<file path="src/design/vdbd_pkg.sv">
// Package for the voice DPCM block decoder: shared types, state codes and
// the sample expansion, zigzag and nibble-step functions. No dependencies.

package vdbd_pkg;

    // Block mode of the decoder.
    typedef enum logic [1:0] {
        MODE_IDLE   = 2'd0,
        MODE_DIRECT = 2'd1,
        MODE_DPCM   = 2'd2
    } mode_t;

    // Escape sequence progress inside a DPCM block.
    typedef enum logic [1:0] {
        ESC_NONE = 2'd0,
        ESC_LOW  = 2'd1,
        ESC_HIGH = 2'd2
    } esc_t;

    // Input command codes.
    localparam logic CMD_START = 1'b0;
    localparam logic CMD_DATA  = 1'b1;

    // Nibble value that opens an escaped 8-bit code.
    localparam logic [3:0] NIB_ESCAPE = 4'hf;

    // One result item.
    typedef struct packed {
        logic [15:0] sample;
        logic        silent;
        logic        last;
    } result_t;

    // Up to two results produced by one input item, handed to the output buffer.
    typedef struct packed {
        result_t    r0;
        result_t    r1;
        logic [1:0] count;
    } pair_req_t;

    // DPCM decode state that one nibble step updates.
    typedef struct packed {
        logic [7:0] acc;
        esc_t       esc;
        logic [3:0] lo;
    } dpcm_st_t;

    typedef struct packed {
        dpcm_st_t    st;
        logic        fire;
        logic [15:0] sample;
    } nib_res_t;

    // Expand 8 to 16 bits: sign(n)(2n^2-1), n=x-128; x=00: 8000, x=ff: 7fff.
    function automatic logic [15:0] vdbd_expand(logic [7:0] x);
        logic [6:0]  mag;
        logic [13:0] sq;
        logic [14:0] v;
        logic [15:0] res;
        mag = x[7] ? x[6:0] : 7'(~x[6:0] + 7'd1);
        sq  = 14'(mag) * 14'(mag);
        v   = {sq, 1'b0} - 15'd1;
        if (x == 8'h80) begin
            res = 16'h0000;
        end else if (x == 8'h00) begin
            res = 16'h8000;
        end else if (x == 8'hff) begin
            res = 16'h7fff;
        end else if (x[7]) begin
            res = {1'b0, v};
        end else begin
            res = 16'(~{1'b0, v} + 16'd1);
        end
        return res;
    endfunction

    // Zigzag map: even codes give c/2, odd codes give -(c+1)/2 modulo 256.
    function automatic logic [7:0] vdbd_zigzag(logic [7:0] c);
        logic [7:0] half;
        half = {1'b0, c[7:1]};
        return c[0] ? 8'(~half) : half;
    endfunction

    // One DPCM nibble step. When en is low the state passes unchanged.
    function automatic nib_res_t vdbd_nibble(dpcm_st_t st, logic [3:0] nib, logic en);
        nib_res_t   r;
        logic [7:0] code;
        r.st     = st;
        r.fire   = 1'b0;
        r.sample = 16'h0000;
        code     = {4'h0, nib};
        if (en) begin
            unique case (st.esc)
                ESC_LOW:
                begin
                    r.st.lo  = nib;
                    r.st.esc = ESC_HIGH;
                end
                ESC_HIGH:
                begin
                    code     = {nib, st.lo};
                    r.st.esc = ESC_NONE;
                    r.fire   = 1'b1;
                end
                default:
                begin
                    if (nib == NIB_ESCAPE) begin
                        r.st.esc = ESC_LOW;
                    end else begin
                        r.fire = 1'b1;
                    end
                end
            endcase
            if (r.fire) begin
                r.st.acc = st.acc - vdbd_zigzag(code);
                r.sample = vdbd_expand(r.st.acc);
            end
        end
        return r;
    endfunction

endpackage

</file>
<file path="src/design/voice_dpcm_block_decoder.sv">
// Top level of the voice DPCM block decoder: stream ports around the decode
// core and the output buffer. Depends on vdbd_pkg, vdbd_core and vdbd_out.
//
//   Channel   Direction  Handshake          Payload
//   s_*       in         s_tvalid/s_tready  tdata: block_length, data_byte; tuser: command
//   m_*       out        m_tvalid/m_tready  tdata: sample; tuser: silent_block; tlast: last
//
// An item is held in the input register and decoded in one pass; its results
// are loaded into the registered output buffer, which sends one result a cycle
// while m_tready is high. A DPCM byte can give two samples, every other item
// at most one. An item with results waits in the input register, with s_tready
// low, until the buffer is empty or sends its last result in that cycle, so
// m_tready reaches s_tready through logic. Reset clears the block state to idle.

module voice_dpcm_block_decoder
    import vdbd_pkg::*;
#(
    parameter int SAMPLES_PER_BLOCK = 1024
)
(
    input  logic        clk,
    input  logic        rst_n,
    input  logic        s_tvalid,
    output logic        s_tready,
    input  logic [23:0] s_tdata,   // [15:0] block_length, [23:16] data_byte
    input  logic        s_tuser,   // [0] command
    output logic        m_tvalid,
    input  logic        m_tready,
    output logic [15:0] m_tdata,   // [15:0] sample
    output logic        m_tuser,   // [0] silent_block
    output logic        m_tlast
);

    logic      load;
    logic      load_ok;
    pair_req_t pair;
    result_t   out_res;

    // Decode core.
    vdbd_core #(
        .SAMPLES_PER_BLOCK(SAMPLES_PER_BLOCK)
    ) u_core (
        .clk        (clk),
        .rst_n      (rst_n),
        .in_valid   (s_tvalid),
        .in_ready   (s_tready),
        .in_command (s_tuser),
        .in_length  (s_tdata[15:0]),
        .in_byte    (s_tdata[23:16]),
        .load_ok    (load_ok),
        .load       (load),
        .pair       (pair)
    );

    // Result buffer.
    vdbd_out u_out (
        .clk       (clk),
        .rst_n     (rst_n),
        .load      (load),
        .pair      (pair),
        .load_ok   (load_ok),
        .out_valid (m_tvalid),
        .out_ready (m_tready),
        .out_res   (out_res)
    );

    assign m_tdata = out_res.sample;
    assign m_tuser = out_res.silent;
    assign m_tlast = out_res.last;

endmodule

</file>
<file path="src/design/vdbd_core.sv">
// Decoder core: input register, block state and the single-pass decode of
// one item into up to two results. Depends on vdbd_pkg.

module vdbd_core
    import vdbd_pkg::*;
#(
    parameter int SAMPLES_PER_BLOCK = 1024
)
(
    input  logic        clk,
    input  logic        rst_n,
    input  logic        in_valid,
    output logic        in_ready,
    input  logic        in_command,
    input  logic [15:0] in_length,
    input  logic [7:0]  in_byte,
    input  logic        load_ok,
    output logic        load,
    output pair_req_t   pair
);

    localparam int SD_W = $clog2(SAMPLES_PER_BLOCK) + 1;
    localparam logic [SD_W-1:0] SD_LIMIT = SD_W'(SAMPLES_PER_BLOCK);

    // Input register.
    logic        valid_reg;
    logic        cmd_reg;
    logic [15:0] len_reg;
    logic [7:0]  byte_reg;

    // Block state.
    mode_t           mode_reg, mode_next;
    dpcm_st_t        st_reg, st_next;
    logic [15:0]     bytes_left_reg, bytes_left_next;
    logic [SD_W-1:0] sd_reg, sd_next;

    logic            advance;
    nib_res_t        nib0, nib1;
    logic [SD_W-1:0] sd_mid;
    logic [15:0]     bl_dec;
    result_t         res0, res1;
    logic [1:0]      count;

    // Decode of the registered item against the block state.
    always_comb
    begin
        mode_next       = mode_reg;
        st_next         = st_reg;
        bytes_left_next = bytes_left_reg;
        sd_next         = sd_reg;
        res0            = '0;
        res1            = '0;
        count           = 2'd0;
        bl_dec          = bytes_left_reg - 16'd1;

        nib0   = vdbd_nibble(st_reg, byte_reg[3:0], sd_reg < SD_LIMIT);
        sd_mid = sd_reg + SD_W'(nib0.fire);
        nib1   = vdbd_nibble(nib0.st, byte_reg[7:4], sd_mid < SD_LIMIT);

        if (cmd_reg == CMD_START) begin
            st_next         = '{acc: 8'h00, esc: ESC_NONE, lo: 4'h0};
            sd_next         = '0;
            bytes_left_next = len_reg;
            if (len_reg == 16'd0) begin
                mode_next   = MODE_IDLE;
                res0.silent = 1'b1;
                count       = 2'd1;
            end else if (len_reg == 16'(SAMPLES_PER_BLOCK)) begin
                mode_next = MODE_DIRECT;
            end else begin
                mode_next = MODE_DPCM;
            end
        end else if (mode_reg == MODE_IDLE || bytes_left_reg == 16'd0) begin
            mode_next = MODE_IDLE;
        end else begin
            bytes_left_next = bl_dec;
            if (mode_reg == MODE_DIRECT) begin
                if (sd_reg < SD_LIMIT) begin
                    sd_next     = sd_reg + SD_W'(1);
                    res0.sample = vdbd_expand(byte_reg);
                    count       = 2'd1;
                end
            end else begin
                st_next = nib1.st;
                sd_next = sd_mid + SD_W'(nib1.fire);
                if (nib0.fire) begin
                    res0.sample = nib0.sample;
                    res1.sample = nib1.sample;
                    count       = nib1.fire ? 2'd2 : 2'd1;
                end else if (nib1.fire) begin
                    res0.sample = nib1.sample;
                    count       = 2'd1;
                end
            end
            if (bl_dec == 16'd0) begin
                mode_next   = MODE_IDLE;
                st_next.esc = ESC_NONE;
            end
        end

        res0.last = (count == 2'd1);
        res1.last = 1'b1;
    end

    // An item leaves the input register once its results have room.
    assign advance    = valid_reg && (count == 2'd0 || load_ok);
    assign in_ready   = !valid_reg || advance;
    assign load       = advance && (count != 2'd0);
    assign pair.r0    = res0;
    assign pair.r1    = res1;
    assign pair.count = count;

    // Input register control.
    always_ff @(posedge clk or negedge rst_n)
    begin
        if (!rst_n) begin
            valid_reg <= 1'b0;
        end else if (in_valid && in_ready) begin
            valid_reg <= 1'b1;
        end else if (advance) begin
            valid_reg <= 1'b0;
        end
    end

    // Input payload.
    always_ff @(posedge clk)
    begin
        if (in_valid && in_ready) begin
            cmd_reg  <= in_command;
            len_reg  <= in_length;
            byte_reg <= in_byte;
        end
    end

    // Block state update.
    always_ff @(posedge clk or negedge rst_n)
    begin
        if (!rst_n) begin
            mode_reg       <= MODE_IDLE;
            st_reg         <= '{acc: 8'h00, esc: ESC_NONE, lo: 4'h0};
            bytes_left_reg <= 16'd0;
            sd_reg         <= '0;
        end else if (advance) begin
            mode_reg       <= mode_next;
            st_reg         <= st_next;
            bytes_left_reg <= bytes_left_next;
            sd_reg         <= sd_next;
        end
    end

    // A block never produces more samples than its limit.
    assert property (@(posedge clk) disable iff (!rst_n) sd_reg <= SD_LIMIT)
        else $error("sample count passed the block limit");

    // A decode that leaves idle mode has bytes left to consume.
    assert property (@(posedge clk) disable iff (!rst_n)
        (mode_reg != MODE_IDLE) |-> (bytes_left_reg != 16'd0))
        else $error("active block with no bytes left");

    // A start request never produces more than the one silent result.
    assert property (@(posedge clk) disable iff (!rst_n)
        (advance && cmd_reg == CMD_START) |-> (count == 2'd0 || (count == 2'd1 && res0.silent)))
        else $error("start request produced a sample");

endmodule

</file>
<file path="src/design/vdbd_out.sv">
// Output buffer: holds up to two results of one item and presents them one
// per cycle on the result stream while out_ready is high. Depends on vdbd_pkg.

module vdbd_out
    import vdbd_pkg::*;
(
    input  logic      clk,
    input  logic      rst_n,
    input  logic      load,
    input  pair_req_t pair,
    output logic      load_ok,
    output logic      out_valid,
    input  logic      out_ready,
    output result_t   out_res
);

    logic [1:0] cnt_reg;
    result_t    slot0_reg;
    result_t    slot1_reg;
    logic       pop;

    assign out_valid = (cnt_reg != 2'd0);
    assign pop       = out_valid && out_ready;
    assign load_ok   = (cnt_reg == 2'd0) || (cnt_reg == 2'd1 && pop);
    assign out_res   = slot0_reg;

    // Fill count.
    always_ff @(posedge clk or negedge rst_n)
    begin
        if (!rst_n) begin
            cnt_reg <= 2'd0;
        end else if (load) begin
            cnt_reg <= pair.count;
        end else if (pop) begin
            cnt_reg <= cnt_reg - 2'd1;
        end
    end

    // Result slots: the head shows slot 0, slot 1 moves up when it is taken.
    always_ff @(posedge clk)
    begin
        if (load) begin
            slot0_reg <= pair.r0;
            slot1_reg <= pair.r1;
        end else if (pop) begin
            slot0_reg <= slot1_reg;
        end
    end

    // A new pair is loaded only when the buffer is empty or sends its last result in that cycle.
    assert property (@(posedge clk) disable iff (!rst_n) load |-> load_ok)
        else $error("result pair loaded over pending results");

    // The buffer never holds more than two results.
    assert property (@(posedge clk) disable iff (!rst_n) cnt_reg != 2'd3)
        else $error("output buffer overfilled");

    // Taking the first of two results leaves the second on show.
    assert property (@(posedge clk) disable iff (!rst_n)
        (pop && cnt_reg == 2'd2) |=> (out_valid && cnt_reg == 2'd1))
        else $error("second result lost");

endmodule
</file>
<file path="config.mk">
export PLATFORM = sky130hd
export DESIGN_NAME = voice_dpcm_block_decoder
export DESIGN_NICKNAME = d
export VERILOG_FILES = /design/src/design/vdbd_pkg.sv /design/src/design/voice_dpcm_block_decoder.sv /design/src/design/vdbd_core.sv /design/src/design/vdbd_out.sv
export SDC_FILE = /design/constraint.sdc
export NUM_CORES = 1
export LEC_CHECK = 0
export ABC_AREA = 0
export BUFFER_PORTS_ARGS = -buffer_cell sky130_fd_sc_hd__buf_2
export CAP_MARGIN = 20
export CELL_PAD_IN_SITES_DETAIL_PLACEMENT = 0
export CELL_PAD_IN_SITES_GLOBAL_PLACEMENT = 1
export CORE_UTILIZATION = 40
export CTS_CLUSTER_DIAMETER = 100
export DETAILED_ROUTE_END_ITERATION = 8
export PLACE_DENSITY_LB_ADDON = 0.08
export SLEW_MARGIN = 40
export SYNTH_ARGS = -nofsm -noshare
export SYNTH_HDL_FRONTEND = slang
export SYNTH_SLANG_ARGS = --single-unit
</file>
<file path="constraint.sdc">
create_clock -name clk -period 16 [get_ports clk]
set_input_delay 2.4 -clock clk [delete_from_list [all_inputs] [get_ports clk]]
set_output_delay 2.4 -clock clk [all_outputs]
set_load 0.01 [all_outputs]
</file>
## After elaboration in Yosys (flattened, before gate mapping)

Cells that the tools add are included.

| word-level totals | value |
|---|---|
| register bits after elaboration | 105 |
| input bits | 29 |
| output and inout bits | 20 |

| cells by class | value |
|---|---|
| add/sub/neg operators | 16 |
| multiply operators | 3 |
| $lt $le $gt $ge | 2 |
| eq/ne operators | 21 |
| multiplexer cells | 76 |
| bitwise gates (word level) | 10 |
| reduce and logical (&&, ||, !) cells | 29 |

Operators with widths:

| operator | number |
|---|---|
| 16-bit 2-to-1 mux | 22 |
| 8-bit 2-to-1 mux | 8 |
| 31-bit 2-to-1 mux | 2 |
| 16-bit by 1-bit adder with 16-bit output, second input constant | 3 |
| 8-bit == test, second input constant | 6 |
| 16-bit logical NOT | 3 |
| 15-bit inverter with 16-bit output | 3 |
| 15-bit by 1-bit subtractor with 15-bit output, second input constant | 3 |
| 11-bit 2-to-1 mux | 4 |
| 7-bit by 7-bit multiplier with 14-bit output | 3 |
| 14-bit 2-to-1 mux | 3 |
| 18-bit 2-to-1 mux | 2 |
| 2-bit 2-to-1 mux | 15 |
| 8-bit logical NOT | 3 |
| 11-bit by 1-bit adder with 11-bit output | 2 |
| 11-bit < comparator, second input constant | 2 |
| 7-bit by 1-bit adder with 7-bit output, second input constant | 3 |
| 7-bit 2-to-1 mux | 3 |
| 7-bit inverter | 3 |
| 16-bit by 11-bit == test with 1-bit output, second input constant | 1 |
| 7-bit inverter with 8-bit output | 2 |
| 16-bit by 1-bit subtractor with 16-bit output, second input constant | 1 |
| 8-bit subtractor | 2 |
| 11-bit by 1-bit adder with 11-bit output, second input constant | 1 |
| other kinds (19) | 57 |

## Logic depth before layout (Yosys ltp)

Gate-level depths: netlist (run 1).

| logic depth | value |
|---|---|
| depth in word-level cells | 49 |
| mapped depth | 47 |
| mapped depth without buffers | 44 |

## Hierarchy

A second synthesis (run 1) with hierarchy kept.

| second synthesis, totals | value |
|---|---|
| cells, all modules | 1412 |
| area total of the unflattened synthesis | 12036.5 µm² |

Modules (own cells, without submodules):

| module | times used | cells an instance | area an instance (µm²) |
|---|---|---|---|
| vdbd_core | 1 | 1338 | 10586.4 |
| vdbd_out | 1 | 74 | 1450.1 |

## Worst setup path after synthesis (run 1)

OpenSTA, ideal clock, no wires.

| path | value |
|---|---|
| kind | register to register |
| from | register u_core.st_reg[4] (netlist bit) |
| to | register u_out.slot0_reg (netlist bit u_out.out_res[15]) (data pin) |
| library setup time | 0.261 ns |
| arrival | 9.299 ns |
| required time | 15.739 ns |
| slack | 6.440 ns |
| stages on the path, launching flop included | 45 |
| clock period less this slack | 9.560 ns |
| path through | dfrtp_1 > inv_1 > ha_1 > buf_2 > clkbuf_1 > nand2_1 > o21ai_0 > ha_1 > inv_1 > fa_1 > a21o_1 > a21oi_1 > o21bai_1 > a21oi_1 > xnor2_1 > nand2_1 > nand2_1 > ha_1 > (+9 left out) > fa_1 > inv_1 > fa_1 > inv_1 > fa_1 > inv_1 > ha_1 > inv_1 > o21bai_1 > a21oi_1 > mux2_4 > o2111ai_1 > o311ai_2 > nor4_1 > xor2_1 > mux2i_1 > nor3_1 > a221o_1 |

| between the ends | value |
|---|---|
| longest elaborated chain between the ends | 28 |

Ends and longest elaborated chain:

| element | line | RTL |
|---|---|---|
| start: declaration | vdbd_core.sv:33 | `dpcm_st_t st_reg, st_next;` |
| start signal: assignment | vdbd_core.sv:140 | `st_reg <= '{acc: 8'h00, esc: ESC_NONE, lo: 4'h0};` |
| start signal: assignment | vdbd_core.sv:145 | `st_reg <= st_next;` |
| 2-bit == test (tied with other cells) | vdbd_pkg.sv:93 | `unique case (st.esc)` |
| 8-bit 2-to-1 mux or 2-bit case mux with 2 select lines (tied branches) | vdbd_pkg.sv:93 |  |
| 8-bit 2-to-1 mux or 31-bit 2-to-1 mux (tied branches) | vdbd_pkg.sv:92 | `if (en) begin` |
| 7-bit inverter with 8-bit output or 2-bit == test (tied branches) | vdbd_pkg.sv:81, vdbd_pkg.sv:93 |  |
| 8-bit 2-to-1 mux, on equally long branches | vdbd_pkg.sv:81, vdbd_pkg.sv:93 |  |
| 8-bit subtractor or 8-bit 2-to-1 mux (tied branches) | vdbd_pkg.sv:115, vdbd_pkg.sv:92 |  |
| 8-bit 2-to-1 mux or 7-bit inverter with 8-bit output (tied branches) | vdbd_pkg.sv:114, vdbd_pkg.sv:81 |  |
| 31-bit 2-to-1 mux * | vdbd_pkg.sv:92 |  |
| (+12 left out) | - |  |
| 16-bit 2-to-1 mux | vdbd_pkg.sv:114 | `if (r.fire) begin` |
| 31-bit 2-to-1 mux | vdbd_pkg.sv:92 |  |
| 16-bit 2-to-1 mux | vdbd_core.sv:90 | `end else if (nib1.fire) begin` |
| 16-bit 2-to-1 mux | vdbd_core.sv:86 | `if (nib0.fire) begin` |
| 16-bit 2-to-1 mux | vdbd_core.sv:77 | `if (mode_reg == MODE_DIRECT) begin` |
| 16-bit 2-to-1 mux | vdbd_core.sv:73 | `end else if (mode_reg == MODE_IDLE \|\| bytes_left_reg == 16'd0) begin` |
| 16-bit 2-to-1 mux | vdbd_core.sv:60 | `if (cmd_reg == CMD_START) begin` |
| 18-bit 2-to-1 mux * | vdbd_out.sv:42 | `if (load) begin` |
| end signal: assignment | vdbd_out.sv:43 | `slot0_reg <= pair.r0;` |
| end signal: assignment | vdbd_out.sv:46 | `slot0_reg <= slot1_reg;` |
| end: declaration | vdbd_out.sv:18 | `result_t slot0_reg;` |

Every way passes the cells marked *; elsewhere a longest branch is shown, timed or not. The select of a mux whose other input is x is not followed.
A chain may end at the register's enable or synchronous reset.

## Worst setup path after layout (run 1)

| path | value |
|---|---|
| from | register u_core.byte_reg[0] |
| to | register u_out.slot0_reg (netlist bit u_out.out_res[15]) (data pin) |

| between the ends | value |
|---|---|
| longest elaborated chain between the ends | 29 |

Ends and longest elaborated chain:

| element | line | RTL |
|---|---|---|
| start: declaration | vdbd_core.sv:29 | `logic [7:0] byte_reg;` |
| start signal: assignment | vdbd_core.sv:131 | `byte_reg <= in_byte;` |
| branches (longest 28 deep; another with 7-bit by 7-bit multiplier with 14-bit output) | - |  |
| 18-bit 2-to-1 mux * | vdbd_out.sv:42 |  |

Every way passes the cells marked *. The select of a mux whose other input is x is not followed.

==> reports/qor.yml, run 1 <==
routing:
  drt-total-wl_um: 31200
  routedWlPerCell_um: 17.28
  initialDrtViolationCount: 584
  drc: 0
  postRouteAntennaNets: 0
  first_pass_iters: 5
  vias_per_cell: 5.429
  via_count: 9804
synthesis:
  yosysSeqAreaShare: 0.2421
  synthMuxAreaShare: 0.03090
  async_flop_share: 0.4466
  synth_top_area_frac: 0.1447
  netlist_area_sq_mm: 0.01183
  synth-simple-area-share: 0.1933
  synth.distinct_cells: 89
  synth_top_cells_by_area: "edfxtp_1 (14%), ha_1 (11%), dfrtp_1 (9.7%)"
  synth_top_family_by_area: "simple AND/OR/NAND/NOR gates"
  syn_nets: 1585
  synth_compound_area_frac: 0.1783
  synth_edf_count: 57
  yosysTopAreaCell: "edfxtp_1"
  synthCells: 1404
  synth_ff_type: "edfxtp_1"
  synth_warnings: 0
  yosys_register_bits: 103
  synth_xor_area_frac: 0.1081
  avgSynthCellArea_sq_um: 8.422
  yosys.area_share.adder: 0.1900
layout:
  area_delta_synth_final_pct: 7.904
  antenna_cells: 0
  nFillCells: 2956
  final_cell_mix: "nor2_1 (137), nand2_1 (131), inv_1 (107)"
  final_common_cell: "nor2_1"
  drive_gt1_frac: 0.09494
  largest_reg_flops: 17
  final_nets: 1598
clock_tree:
  clk_latency_ps: 370
  post_cts_buffers: 0
  cts.clk_slew.worst_paths_ps: 90
  cts.hold.buffers_added: 0
  cts_max_level: 3
  cts_tree: "built"
  cts-buffers-inserted: 9
  cts.repair.resized: 0
  clock_sinks: 103
  ctsRootBufferMaster: "clkbuf_16"
  cts_buffer_depth: 2
timing:
  fmax_mhz: 95.88
  min_period_ps: 10430
  setup_tns_ps: 0
  finalSetupViolations: 0
  grt_setup_unrepaired: "no"
  slew_viol_final: 0
  relSlewSlack: 0.4208
  finalCritPeriodShare: 0.6518
  worstMarginPinSlew_ps: 859.7
  hold_viol: 0
  skew_ps: 25.39
setup_path:
  critPathMostFrequentCell: "inv_1"
  crit_type: "register to register"
  crit_buf_inv: 5
  critPathLaunchType: "register"
  cp-end-kind: "register"
  crit_fanout: 18
  critical_path_arrival_ps: 10530
  crit_slowest_cell: "edfxtp_1"
  required_ps: 16100
  max_stage_delay_ps: 820
  path_delay_family: "adder cells"
global_routing:
  grt_pass1_wl_um: 51000
  gr-usage-all-layers: 0.2104
  grt_pass1_vias: 9427
  grt_remaining_overflow: 0
  antenna_found_initial: 0
  grt_start_max_net_pins: 47
floorplan:
  ios: 49
  die-area_sq_mm: 0.03026
  die_h_um: 173.9
  die_w_um: 173.9
  core_area_sq_mm: 0.02886
  initial_core_util: 0.4098
  rows: 62
run:
  cap_viol_max_count: 0
place:
  hpwl_um: 24380
  gp_congestion: 0.8308
  numPortBuffers: 48
min_path:
  hold_path_class: "register to register"
outcome:
  status: "complete, no violations"
==> per-layer routing <==
layer,track usage,wire length [um],share of wire
met1,0.3025,15760,0.50
met4,0.02814,138,0.0044
met3,0.01772,864,0.028
met2,0.3508,14440,0.46
met5,0,0,0
==> worst paths after layout <==
kind | startpoint | end | slack [ps] | depth (start not counted)
worst max-delay path | u_core.byte_reg[0] | u_out.out_res[15] | 5570 | 38
worst min-delay path | u_out.cnt_reg[1] | u_out.cnt_reg[1] | 500 | 1
worst max register to register | u_core.byte_reg[0] | u_out.out_res[15] | 5570 | 38
worst min register to register | u_out.cnt_reg[1] | u_out.cnt_reg[1] | 500 | 1
max in group asynchronous | rst_n | u_core.st_reg[12] | 13410 | 2
min in group asynchronous | rst_n | u_core.bytes_left_reg[13] | 2130 | 2
==> per-stage QoR <==
stage / setup WS (ps) / util / instances / area [sq um] / hold WS, ps
after detailed placement: 5574 / 0.4308 / 1790 / 12430 / 488.3
after global placement: 5571 / 0.4302 / 1790 / 12410 / 478.4
after CTS: 5533 / 0.4416 / 1806 / 12740 / 504.8
after global routing: 4820 / 0.4422 / 1806 / 12760 / 541.5
after floorplan: 6440 / - / 1404 / 11830 / 464.1
final: 5571 / 0.4422 / 1806 / 12760 / 496.4
==> synth_stat cells (3+ instances only) <==
cell         n
o21a_1      10
buf_2        6
nor3b_1      8
mux2_2       6
mux2_4       3
dfrtp_1     46
nand2_1    131
buf_1        6
a21o_1      12
o21ai_1      5
o22ai_1     23
o211ai_1    14
a21boi_0     3
a22o_1      11
ha_1       106
a32o_1       4
edfxtp_1    57
a211oi_1     5
and3_1      13
inv_1      107
o31ai_1     10
mux2i_1     23
nand4_1     14
a31oi_1     10
nand2b_1    26
nand3_1     41
a21oi_1     91
nor4_1      13
clkbuf_1    47
nor2_1     137
xnor2_1     91
o2111ai_1    3
or2_2       13
or4_1        4
inv_2        3
nor3_1      42
and2_1       7
xor2_1      41
fa_1        46
a41oi_1      3
or3_1        6
o21bai_1    10
o21ai_0     81
nor2b_1      7
==> layout make-up <==
class / instances / area, sq um / share of cell area
sequential: 103 / 2863 / 0.2244
tap: 384 / 480.5 / 0.03765
timing repair buffer: 64 / 360.3 / 0.02824
multi-input combinational: 1128 / 8320 / 0.6521
inverter: 111 / 421.7 / 0.03305
clock inverter: 7 / 88.84 / 0.006962
clock buffer: 9 / 225.2 / 0.01765
==> logic make-up (layout without fill, tap and decap cells) <==
| group | count (synthesis) | count (layout) |
|---|---|---|
| and+or+nand+nor | 479 | 479 |
| adders and majority gates | 152 | 152 |
| DFF | 103 | 103 |
| xor gates and xnor gates | 138 | 138 |
| buffers and inverters | 173 | 191 |
| muxes | 33 | 33 |
| AOI/OAI and AO/OA | 326 | 326 |
Power of run 1 is left out: the tool's default activity adds up to more than one toggle a clock period on the data nets, which glitch-free logic cannot reach.
==> inputs of run 2 (changes only) <==
- clock period: 16 -> 10.2 ns (I/O delays scaled with it)
==> run 2 against run 1 <==
Compared with the run above:
- non-clock buffer count up 21
- setup slack got worse by 5000 ps
- sequential share of layout area fell by 0.30 points
- worst hold slack got worse by 4.3 ps
==> reports/qor.yml, run 2 (synthesis gave the netlist of run 1 again) <==
clock_tree:
  cts.clk_slew.worst_paths_ps: 80  # about the same
  clock_sinks: 103  # unchanged
  cts-buffers-inserted: 9  # unchanged
  clk_latency_ps: 370  # about the same
  cts_buffer_depth: 2  # unchanged
  cts_tree: "built"
  cts_max_level: 3  # unchanged
  ctsRootBufferMaster: "clkbuf_16"
setup_path:
  critPathLaunchType: "register"
  crit_slowest_cell: "edfxtp_1"
  crit_type: "register to register"
  max_stage_delay_ps: 550  # -270 ps
  critPathMostFrequentCell: "inv_1"
  critical_path_arrival_ps: 9690  # -840 ps
  required_ps: 10300  # -5800 ps
  crit_fanout: 13  # -5
  cp-end-kind: "register"
layout:
  final_cell_mix: "nor2_1 (136), nand2_1 (131), inv_1 (107)"
  antenna_cells: 0  # unchanged
  area_delta_synth_final_pct: 9.354
  final_nets: 1619  # +1.3%
  multi_input_area_sq_mm: 0.008348  # +0.33%
  drive_gt1_frac: 0.1123  # +0.01733
  seq_area_sq_mm: 0.002863  # unchanged
  nFillCells: 2973  # +0.58%
  largest_reg_flops: 17  # unchanged
  final_common_cell: "nor2_1"
timing:
  finalCritPeriodShare: 0.9397  # +0.2879
  setup_slack_ps: 615.1  # -4956 ps
  fmax_mhz: 104.3  # +8.8%
  relSlewSlack: 0.4447  # +0.02392
  skew_ps: 17.31  # -8.076 ps
  finalSetupViolations: 0  # unchanged
  slew_viol_final: 0  # unchanged
  worstMarginPinSlew_ps: 824.2  # -35.51 ps
  min_period_ps: 9585  # -844.3 ps
  hold_viol: 0  # unchanged
routing:
  vias_per_cell: 5.408  # -0.37%
  first_pass_iters: 5  # unchanged
  postRouteAntennaNets: 0  # unchanged
  via_count: 9881  # +0.79%
  drc: 0  # unchanged
  initialDrtViolationCount: 621  # +6.3%
  routedWlPerCell_um: 17.27  # about the same
  drt-total-wl_um: 31560  # +1.1%
floorplan:
  die-area_sq_mm: 0.03026  # unchanged
  core_area_sq_mm: 0.02886  # unchanged
  initial_core_util: 0.4098  # unchanged
  die_h_um: 173.9  # unchanged
  ios: 49  # unchanged
  rows: 62  # unchanged
  die_w_um: 173.9  # unchanged
global_routing:
  gr-usage-all-layers: 0.2154  # +0.005077
  grt_pass1_vias: 9761  # +3.5%
  grt_pass1_wl_um: 52110  # +2.2%
  grt_remaining_overflow: 0  # unchanged
  antenna_found_initial: 0  # unchanged
  grt_start_max_net_pins: 47  # unchanged
place:
  hpwl_um: 24710  # +1.3%
  pre_cts_ws_ps: 429.3  # -5145 ps
  numPortBuffers: 48  # unchanged
  gp_congestion: 0.8119  # -2.3%
run:
  cap_viol_max_count: 0  # unchanged
min_path:
  hold_path_class: "register to register"
outcome:
  status: "complete, no violations"
## run 2: changes by cell type in the layout (fill, tap and decap cells not counted), sizes merged
| cell | change |
|---|---|
| clkinvlp | -2 |
| buf | +21 |
| inv | +2 |
## run 2: cell type report
type	instances	area share
Clock inverter	7	0.005805
Sequential cell	103	0.2214
Tap cell	384	0.03716
Inverter	111	0.03261
Clock buffer	9	0.01742
Timing Repair Buffer	85	0.04006
Multi-Input combinational cell	1128	0.6456
## run 2: path summary, 6_finish.rpt
path,to,slack (ps),cells past startpoint,from
worst max-delay path,u_out.out_res[15],620,39,u_core.byte_reg[1]
worst min-delay path,u_out.cnt_reg[1],490,1,u_out.cnt_reg[1]
worst max register to register,u_out.out_res[15],620,39,u_core.byte_reg[1]
worst min register to register,u_out.cnt_reg[1],490,1,u_out.cnt_reg[1]
max in group asynchronous,u_core.st_reg[9],8490,2,rst_n
min in group asynchronous,u_core.bytes_left_reg[13],1270,2,rst_n
## run 2: routing by layer
metal  vias up  share of wire  global-route usage
met2       134           0.47              0.3603
met4         0         0.0088             0.03545
met5         -              0                   0
met3        21          0.025             0.02253
li1       4994              -                   -
met1      4732           0.50              0.3038
## run 2: what timing repair did
item	CTS	global route
endpoints found under the setup margin	0	9
resized for setup	0	10
buffers inserted	0	3
hold buffers	0	0
## run 2: stage by stage
step	instances	TNS (ps)	utilization	cell area, sq um	hold WS, ps
6_report	1827	0	0.4481	12930	492.1
5_1_grt	1827	-14.58	0.4481	12930	512.4
4_1_cts	1824	0	0.4455	12860	499.1
3_5_place_dp	1808	0	0.4351	12560	479.7
3_3_place_gp	1808	0	0.4349	12550	477.7
2_1_floorplan	1404	0	-	11830	464.1
## run 2: critical path, delay by kind of cell, from the launching register on
family | cells | cell delay, ps
adders and majority gates | 9 | 3590
DFF | 1 | 550
and+or+nand+nor | 6 | 1230
muxes | 2 | 590
buffers and inverters | 6 | 340
AOI/OAI and AO/OA | 12 | 2200
xor gates and xnor gates | 4 | 790
Power of run 2 is left out for the same reason.
